<file path="config.mk">
export PLATFORM = sky130hd
export DESIGN_NAME = scs_ctrl
export DESIGN_NICKNAME = d
export VERILOG_FILES = /design/src/sv/servo_cascade_sim_step_defines.svh /design/src/sv/scs_pkg.sv /design/src/sv/scs_ctrl.sv
export SDC_FILE = /design/constraint.sdc
export NUM_CORES = 1
export LEC_CHECK = 0
export BUFFER_PORTS_ARGS = -buffer_cell sky130_fd_sc_hd__clkbuf_2
export CORE_MARGIN = 1.5
export CORE_UTILIZATION = 60
export CTS_BUF_LIST = sky130_fd_sc_hd__clkbuf_4 sky130_fd_sc_hd__clkbuf_8
export DETAILED_ROUTE_END_ITERATION = 6
export PLACE_DENSITY = 0.85
export SLEW_MARGIN = 20
export SYNTH_ARGS = -nofsm -noshare
export SYNTH_HDL_FRONTEND = slang
export SYNTH_SLANG_ARGS = --single-unit
</file>
<file path="constraint.sdc">
create_clock -name clk -period 3.9 [get_ports clk]
set_input_delay 0.195 -clock clk [delete_from_list [all_inputs] [get_ports clk]]
set_output_delay 0.195 -clock clk [all_outputs]
set_load 0.05 [all_outputs]
</file>
<file path="src/sv/servo_cascade_sim_step_defines.svh">
// ----------------------------------------------------------------------------
// servo_cascade_sim_step_defines
// assertion macros shared by the servo step design; clk and rst are taken
// from the scope of use
// ----------------------------------------------------------------------------
`ifndef SERVO_CASCADE_SIM_STEP_DEFINES_SVH
`define SERVO_CASCADE_SIM_STEP_DEFINES_SVH

// consequent must hold in the same cycle as the antecedent
`define SCS_ASSERT_SAME(label, ante, cons, msg) \
  label: assert property (@(posedge clk) disable iff (rst) (ante) |-> (cons)) \
    else $error(msg);

// consequent must hold in the cycle after the antecedent
`define SCS_ASSERT_NEXT(label, ante, cons, msg) \
  label: assert property (@(posedge clk) disable iff (rst) (ante) |=> (cons)) \
    else $error(msg);

`endif

</file>
<file path="src/sv/scs_pkg.sv">
// ----------------------------------------------------------------------------
// scs_pkg
// types, constants and saturating helpers of the cascaded servo step
// ----------------------------------------------------------------------------
package scs_pkg;

  // signed 32-bit limits
  localparam logic signed [31:0] S32_MAX = 32'sh7FFF_FFFF;
  localparam logic signed [31:0] S32_MIN = 32'sh8000_0000;

  // dt = 0.001 s as round(2^32 / 1000) with a 32-bit shift
  localparam logic [31:0] DT_NUM = 32'd4294967;
  localparam int DT_SHIFT = 32;

  // integral limit in whole units, scaled by the fraction width
  localparam int INTEG_LIMIT_UNITS = 100;

  // configuration port
  localparam int CFG_INDEX_W = 3;
  localparam int CFG_DATA_W = 32;

  // register reset values
  localparam logic [31:0] RST_POS_GAIN = 32'd3276800;
  localparam logic [31:0] RST_VEL_P_GAIN = 32'd655360;
  localparam logic [31:0] RST_VEL_I_GAIN = 32'd6554;
  localparam logic [30:0] RST_MAX_VELOCITY = 31'd0;
  localparam logic [30:0] RST_MAX_TORQUE = 31'd65536;
  localparam logic [31:0] RST_FRICTION_COEFF = 32'd655;
  localparam logic [31:0] RST_INV_INERTIA = 32'd65536000;
  localparam logic RST_SIM_ON = 1'b1;

  // register indexes
  typedef enum logic [CFG_INDEX_W-1:0] {
    REG_POS_GAIN = 3'd0,
    REG_VEL_P_GAIN = 3'd1,
    REG_VEL_I_GAIN = 3'd2,
    REG_MAX_VELOCITY = 3'd3,
    REG_MAX_TORQUE = 3'd4,
    REG_FRICTION_COEFF = 3'd5,
    REG_INV_INERTIA = 3'd6,
    REG_SIM_ON = 3'd7
  } cfg_reg_t;

  // item modes
  typedef enum logic [2:0] {
    MODE_TICK = 3'd0,
    MODE_LOAD = 3'd1,
    MODE_PRESET = 3'd2,
    MODE_HOME = 3'd3,
    MODE_STOP = 3'd4
  } mode_t;

  // multiplier operand selection
  typedef enum logic [3:0] {
    MUL_NONE,
    MUL_VCMD,
    MUL_FRIC,
    MUL_INTEG,
    MUL_PTERM,
    MUL_ITERM,
    MUL_ACCEL,
    MUL_VEL,
    MUL_POS
  } mul_op_t;

  // destination of the post-multiply result
  typedef enum logic [3:0] {
    POST_NONE,
    POST_APPLY,
    POST_PERR,
    POST_VCMD,
    POST_FRIC_VERR,
    POST_INTEG,
    POST_PTERM,
    POST_ITERM,
    POST_TORQUE,
    POST_NET,
    POST_ACCEL,
    POST_VEL,
    POST_POS
  } post_op_t;

  typedef struct packed {
    mul_op_t mul;
    post_op_t post;
    logic out_load;
  } dp_cmd_t;

  typedef struct packed {
    logic sim_on;
  } dp_status_t;

  // saturate a 33-bit sum to 32 bits
  function automatic logic signed [31:0] sat33(input logic signed [32:0] v);
    if (v[32] != v[31]) begin
      return v[32] ? S32_MIN : S32_MAX;
    end
    return v[31:0];
  endfunction

  // saturate a wide product to 32 bits
  function automatic logic signed [31:0] sat66(input logic signed [65:0] v);
    if (v[65:31] == {35{1'b0}} || v[65:31] == {35{1'b1}}) begin
      return v[31:0];
    end
    return v[65] ? S32_MIN : S32_MAX;
  endfunction

  function automatic logic signed [31:0] sat_add(input logic signed [31:0] a,
                                                 input logic signed [31:0] b);
    logic signed [32:0] s;
    s = {a[31], a} + {b[31], b};
    return sat33(s);
  endfunction

  function automatic logic signed [31:0] sat_sub(input logic signed [31:0] a,
                                                 input logic signed [31:0] b);
    logic signed [32:0] s;
    s = {a[31], a} - {b[31], b};
    return sat33(s);
  endfunction

  // clamp to plus or minus an unsigned 31-bit limit
  function automatic logic signed [31:0] clamp_sym(input logic signed [32:0] v,
                                                   input logic [30:0] lim);
    logic signed [32:0] hi;
    logic signed [32:0] lo;
    hi = {2'b00, lim};
    lo = -hi;
    if (v > hi) begin
      return hi[31:0];
    end else if (v < lo) begin
      return lo[31:0];
    end
    return v[31:0];
  endfunction

endpackage

</file>
<file path="src/sv/scs_ctrl.sv">
// ----------------------------------------------------------------------------
// scs_ctrl
// sequencer of the servo step: steps the shared multiplier through the
// cascade and owns both handshakes
// ----------------------------------------------------------------------------
module scs_ctrl (
  input  logic                clk,
  input  logic                rst,
  input  logic                item_valid,
  input  logic [2:0]          item_mode,
  output logic                item_ready,
  output logic                result_valid,
  input  logic                result_ready,
  input  scs_pkg::dp_status_t status,
  output scs_pkg::dp_cmd_t    cmd
);
  import scs_pkg::*;

  typedef enum logic [16:0] {
    ST_IDLE = 17'b1 << 0,
    ST_C1   = 17'b1 << 1,
    ST_C2   = 17'b1 << 2,
    ST_C3   = 17'b1 << 3,
    ST_C4   = 17'b1 << 4,
    ST_C5   = 17'b1 << 5,
    ST_C6   = 17'b1 << 6,
    ST_C7   = 17'b1 << 7,
    ST_C8   = 17'b1 << 8,
    ST_C9   = 17'b1 << 9,
    ST_C10  = 17'b1 << 10,
    ST_C11  = 17'b1 << 11,
    ST_C12  = 17'b1 << 12,
    ST_C13  = 17'b1 << 13,
    ST_C14  = 17'b1 << 14,
    ST_C15  = 17'b1 << 15,
    ST_DONE = 17'b1 << 16
  } state_t;

  state_t state;
  state_t state_next;
  logic accept;
  logic out_free;

  assign item_ready = (state == ST_IDLE);
  assign accept = item_valid && item_ready;
  assign out_free = !result_valid || result_ready;

  // sequence of multiplies and updates
  always_comb begin
    state_next = state;
    cmd.mul = MUL_NONE;
    cmd.post = POST_NONE;
    cmd.out_load = 1'b0;
    case (state)
      ST_IDLE: begin
        if (accept) begin
          if (item_mode == MODE_TICK && status.sim_on) begin
            cmd.post = POST_PERR;
            state_next = ST_C1;
          end else begin
            cmd.post = POST_APPLY;
            state_next = ST_DONE;
          end
        end
      end
      ST_C1: begin
        cmd.mul = MUL_VCMD;
        state_next = ST_C2;
      end
      ST_C2: begin
        cmd.post = POST_VCMD;
        cmd.mul = MUL_FRIC;
        state_next = ST_C3;
      end
      ST_C3: begin
        cmd.post = POST_FRIC_VERR;
        state_next = ST_C4;
      end
      ST_C4: begin
        cmd.mul = MUL_INTEG;
        state_next = ST_C5;
      end
      ST_C5: begin
        cmd.post = POST_INTEG;
        cmd.mul = MUL_PTERM;
        state_next = ST_C6;
      end
      ST_C6: begin
        cmd.post = POST_PTERM;
        cmd.mul = MUL_ITERM;
        state_next = ST_C7;
      end
      ST_C7: begin
        cmd.post = POST_ITERM;
        state_next = ST_C8;
      end
      ST_C8: begin
        cmd.post = POST_TORQUE;
        state_next = ST_C9;
      end
      ST_C9: begin
        cmd.post = POST_NET;
        state_next = ST_C10;
      end
      ST_C10: begin
        cmd.mul = MUL_ACCEL;
        state_next = ST_C11;
      end
      ST_C11: begin
        cmd.post = POST_ACCEL;
        state_next = ST_C12;
      end
      ST_C12: begin
        cmd.mul = MUL_VEL;
        state_next = ST_C13;
      end
      ST_C13: begin
        cmd.post = POST_VEL;
        state_next = ST_C14;
      end
      ST_C14: begin
        cmd.mul = MUL_POS;
        state_next = ST_C15;
      end
      ST_C15: begin
        cmd.post = POST_POS;
        state_next = ST_DONE;
      end
      ST_DONE: begin
        if (out_free) begin
          cmd.out_load = 1'b1;
          state_next = ST_IDLE;
        end
      end
      default: begin
        state_next = ST_IDLE;
      end
    endcase
  end

  // state register
  always_ff @(posedge clk) begin
    if (rst) begin
      state <= ST_IDLE;
    end else begin
      state <= state_next;
    end
  end

  // output word valid
  always_ff @(posedge clk) begin
    if (rst) begin
      result_valid <= 1'b0;
    end else if (cmd.out_load) begin
      result_valid <= 1'b1;
    end else if (result_ready) begin
      result_valid <= 1'b0;
    end
  end

endmodule

</file>
==> results_dict.tcl, run 1 <==
set metrics [dict create \
    outcome "finished clean" \
    drv_cap 0 \
    synth.cell_area_sq_um 999.7 \
    grt_pass1_wl_mm 3.684 \
    power.density_nw_per_um2 341.4 \
    hold_violations 0 \
    relSlewSlack 0.6408 \
    critPathCaptureType "output port" \
    cp.required_ns 3.70 \
    arrival_ns 2.77 \
    yosysWarnings 0 \
    peakVddDrop_uv 241.0 \
    drt_wl_total_mm 2.341 \
    grt_max_degree 15 \
    cts_made_buffers 3 \
    clk_pin_slew_worst_paths_ns 0.10 \
    ys.flop_type "dfxtp_1" \
    drcViolationCount 0 \
    ys_seq_elements 18 \
    ys_seq_area_frac 0.3605 \
    ios 19 \
    fmax_mhz 337.6 \
    overflow 0 \
    layout_setup_ws_ns 0.9381 \
    synth_compound_area_frac 0.06258 \
    rsz0062_at_grt "false" \
    diodes 0 \
    synthDistinctLibCells 35 \
    grt_pass1_vias 853 \
    cts_tree "done" \
    ctsRootBufferMaster "clkbuf_4" \
    fp.dieArea_sq_um 1920 \
    fin_skew_ns 0.006109 \
    place_congestion 0.9181 \
    ant_nets 0 \
    die_h_microns 43.82 \
    cp_max_fo 5 \
    postCtsSetupBuffers 0 \
    tightestPinTransition_ns 0.5388 \
    clock_latency_ns 0.29 \
    synth_xor_area_frac 0.01752 \
    hpwl_mm 1.807 \
    synth_common_cells "22 x nor2_1, 18 x dfxtp_1, 9 x nor4_1, 8 x nand3_1" \
    synth_area_leaders "dfxtp_1 36%, nor2_1 8.3%, nor4_1 5.6%, nand3_1 4.0%, or4_4 3.4%" \
    dp_slack_ns 1.273 \
    rrSetupSlack_ns 1.36 \
    rows 14 \
    synth_fa_ha_area_frac 0 \
    grt_antenna_before_repair 0 \
    drtIter0Drc 43 \
    power_leakage_nw 0.4877 \
    via_per_inst 6.471 \
    cts_resized 0 \
    fin_crit_ns 2.962 \
    grt_use_total 0.2648 \
    synth_area_per_cell_sq_um 8.128 \
    clockBufferDepth 2 \
    synth_mux_area_frac 0 \
    cp-start-kind "register" \
    cts_hold_buf 0 \
    crit_type "reg -> out" \
    hold_path.class "in -> reg" \
    yosysMostFrequentCell "nor2_1" \
    final_nets 150 \
    syn_to_final_growth_pct 13.02 \
    synth_top_area_frac 0.3605 \
    first_pass_iters 4 \
    cts.sinks 18 \
    synth_edf_count 0 \
    ys_async_sr_fraction 0 \
    io_buffer_count 18 \
    synth-simple-area-share 0.5207 \
    setup_tns_ns 0 \
    period_share 0.7595 \
    synth_top_family_by_area "simple AND/OR/NAND/NOR gates" \
    setup_viol 0 \
    syn-num-nets 131 \
    vias 1016 \
    netlist_instances 123 \
    h-tree-depth 1 \
    synth_top_cell_by_area "dfxtp_1" \
    initial_core_util 0.6485 \
    drv_slew 0 \
    wl_per_cell_microns 14.91 \
    core-area_sq_um 1541 \
    drive_gt1_frac 0.2411 \
    die_w_microns 43.82 \
]
-- layout by cell type (no fill, tap or decap), types with 2 or more instances in the layout --
master and count:
dfxtp_1 18, and4b_2 2, nand2b_1 4, nor3_1 6, a31oi_1 2, clkbuf_4 3, or4_4 3, nand3_1 8
or3_1 2, or4_1 3, nand2_1 5, nor2b_1 3, nor4b_1 3, nand4_1 4, nor2_1 22, clkbuf_2 18
o21ai_0 2, xor2_1 2, nor4_1 9, inv_1 6
-- final cells by class --
type	count	area, sq um
multi-input combinational	95	600.6
inverter	6	22.52
clock buffer	4	36.28
timing repair buffer	18	90.09
sequential	18	360.3
fill	130	411.6
tap	16	20.02
-- worst max-delay path: stages, from the launching register on --
cell,delay [ns]
dfxtp_1,0.34
or4_1,0.62
or4_4,0.58
or4b_1,0.55
nand4_1,0.11
clkbuf_2,0.28
-- registers in the layout, summed over array words and instances (netlist names) --
register and cells:
result_valid 1, state 17
-- cells by family (layout without fill, tap and decap cells) --
logic type                after synthesis  after routing
AOI/OAI and AO/OA                       8              8
xor gates and xnor gates                2              2
buffers and inverters                  10             28
DFF                                    18             18
and+or+nand+nor                        85             85
-- metal layers --
layer | track usage | wire (microns) | up-vias
li1 | - | - | 492
met1 | 0.3359 | 993 | 443
met2 | 0.4147 | 1010 | 68
met3 | 0.03333 | 246 | 13
met4 | 0.1818 | 91 | 0
met5 | 0 | 0 | -
-- worst paths after layout --
kind	depth (start not counted)	startpoint	endpoint
max	5	state[4]$_SDFFE_PP0P_	cmd[2]
min	2	rst	state[1]$_SDFFE_PP0P_
max reg2reg	5	state[13]$_SDFFE_PP0P_	state[10]$_SDFFE_PP0P_
min reg2reg	2	state[8]$_SDFFE_PP0P_	state[9]$_SDFFE_PP0P_
-- power breakdown --
part           internal [mW]  leakage (nW)  switching (mW)
Combinational         0.0265         0.321          0.0537
Sequential             0.188         0.145         0.00666
Clock                 0.0569        0.0210          0.0545
-- per-stage QoR --
stage,hold WS [ns],std cells,instance area [sq um],utilization,power [mW]
2_1_floorplan,0.2674,123,999.7,-,0.2596
3_3_place_gp,0.3932,153,1094,0.7094,0.2764
3_5_place_dp,0.3918,153,1094,0.7094,0.2773
4_1_cts,0.07835,157,1130,0.7330,0.3860
5_1_grt,0.07741,157,1130,0.7330,0.4021
6_report,0.07687,157,1130,0.7330,0.3858
No activity file was read; power rests on OpenSTA's default activity.
==> inputs of run 2 (changes only) <==
- CORE_UTILIZATION: 60 -> 56
- PLACE_DENSITY: 0.85 -> 0.81
- clock period: 3.9 -> 2.75 ns (I/O delays scaled with it)
==> results_dict.tcl, run 2 (same netlist as run 1, synthesis figures left out) <==
set metrics [dict create \
    outcome "finished clean" \
    via_per_inst 6.192 \
    setup_tns_ns 0 \
    placed_cell_area_sq_um 1130 \
    place_congestion 0.8944 \
    clk_pin_slew_worst_paths_ns 0.10 \
    grt_pass1_wl_mm 4.071 \
    core-area_sq_um 1708 \
    grt_pass1_vias 910 \
    die_w_microns 45.25 \
    final_nets 156 \
    stdcell_count 172 \
    relSlewSlack 0.6480 \
    fmax_mhz 365.6 \
    fin_skew_ns 0.001063 \
    overflow 0 \
    ctsRootBufferMaster "clkbuf_4" \
    die_h_microns 45.25 \
    ios 19 \
    drive_gt1_frac 0.3469 \
    hold_violations 0 \
    grt_antenna_before_repair 0 \
    top_register "state" \
    final_common_cell "nor2_1" \
    syn_to_final_growth_pct 27.16 \
    drv_slew 0 \
    initial_core_util 0.5853 \
    power_leakage_nw 0.5414 \
    vias 1065 \
    rows 15 \
    ant_nets 0 \
    largest_reg_flops 17 \
    top_regs "state x17, result_valid x1" \
    arrival_ns 2.60 \
    clockBufferDepth 2 \
    cts_tree "done" \
    drcViolationCount 0 \
    tightestPinTransition_ns 0.5207 \
    first_pass_iters 4 \
    cp.required_ns 2.61 \
    rsz0062_at_grt "true" \
    drt_wl_total_mm 2.661 \
    clock_latency_ns 0.31 \
    io_buffer_count 18 \
    fin_crit_ns 2.735 \
    fillers 125 \
    design_area_sq_um 1271 \
    cts.sinks 18 \
    peakVddDrop_uv 398.3 \
    dp_cells 163 \
    h-tree-depth 1 \
    slowest_stage "or4_4" \
    setup_viol 0 \
    cpPeakStageDelay_ns 0.59 \
    hold_path.class "in -> reg" \
    cp-start-kind "register" \
    power.density_nw_per_um2 447.8 \
    critPathCaptureType "output port" \
    cts_made_buffers 3 \
    crit_type "reg -> out" \
    most-common-layout-cells "22 x nor2_1, 15 x clkbuf_2, 14 x dfxtp_1, 8 x nor4_1, 8 x nand3_1" \
    grt_use_total 0.2711 \
    cp_max_fo 5 \
    cp_common_cell "or4_4" \
    fp.dieArea_sq_um 2048 \
    drtIter0Drc 56 \
    diodes 0 \
    period_share 0.9947 \
    utilization 0.7443 \
    hpwl_mm 1.901 \
    crit_chain "or4_4 > or4_4 > or4b_4 > nand4_1 > buf_8" \
    power.total_mw 0.5692 \
    wl_per_cell_microns 15.47 \
    grt_max_degree 15 \
    drv_cap 0 \
]
## run 2: cell type report
cell class	instances	area, sq um	share of cell area
inverters	6	22.52	0.01772
multi-input cells	95	646.9	0.5089
clock buffers	4	36.28	0.02854
repair buffers	24	163.9	0.1289
flip-flops and latches	18	370.4	0.2913
well taps	25	31.28	0.02461
## run 2: metrics by stage
stage,setup WS [ns],hold slack [ns]
after floorplan,0.1628,0.2099
after global placement,0.2126,0.3385
after detailed placement,0.1746,0.3390
after CTS,-0.03016,0.01247
after global routing,-0.04165,-0.004512
final,0.01462,0.007456
## run 2: metal layers
metal / track usage / wire (microns) / part of all wire
met4: 0.09412 / 82 / 0.031
met3: 0.06000 / 251 / 0.094
met1: 0.3605 / 1098 / 0.41
met2: 0.4314 / 1228 / 0.46
met5: 0 / 0 / 0
## run 2: final timing paths
check	cells after the start	slack (ns)	from	end
setup / recovery	5	0.01	state[5]$_SDFFE_PP0P_	cmd[2]
hold / removal	2	0.007	rst	state[1]$_SDFFE_PP0P_
setup reg to reg	7	0.30	state[14]$_SDFFE_PP0P_	state[9]$_SDFFE_PP0P_
hold reg to reg	1	0.54	state[2]$_SDFFE_PP0P_	state[3]$_SDFFE_PP0P_
## run 2: power by group
part	internal, mW	switching (mW)
Sequential	0.264	0.00939
Clock	0.0810	0.0863
Combinational	0.0450	0.0835
## run 2: critical path, delay by kind of cell, from the launching register on
kind	cells	cell delay (ns)
buffers and inverters	1	0.16
flip-flops	1	0.36
AND/OR/NAND/NOR	4	1.78
## run 2: timing repair
action,in CTS,in global routing
pin swaps,2,4
setup buffers,1,4
hold buffers,0,0
resized for setup,9,11
setup endpoints to repair,4,7
cloned,0,0
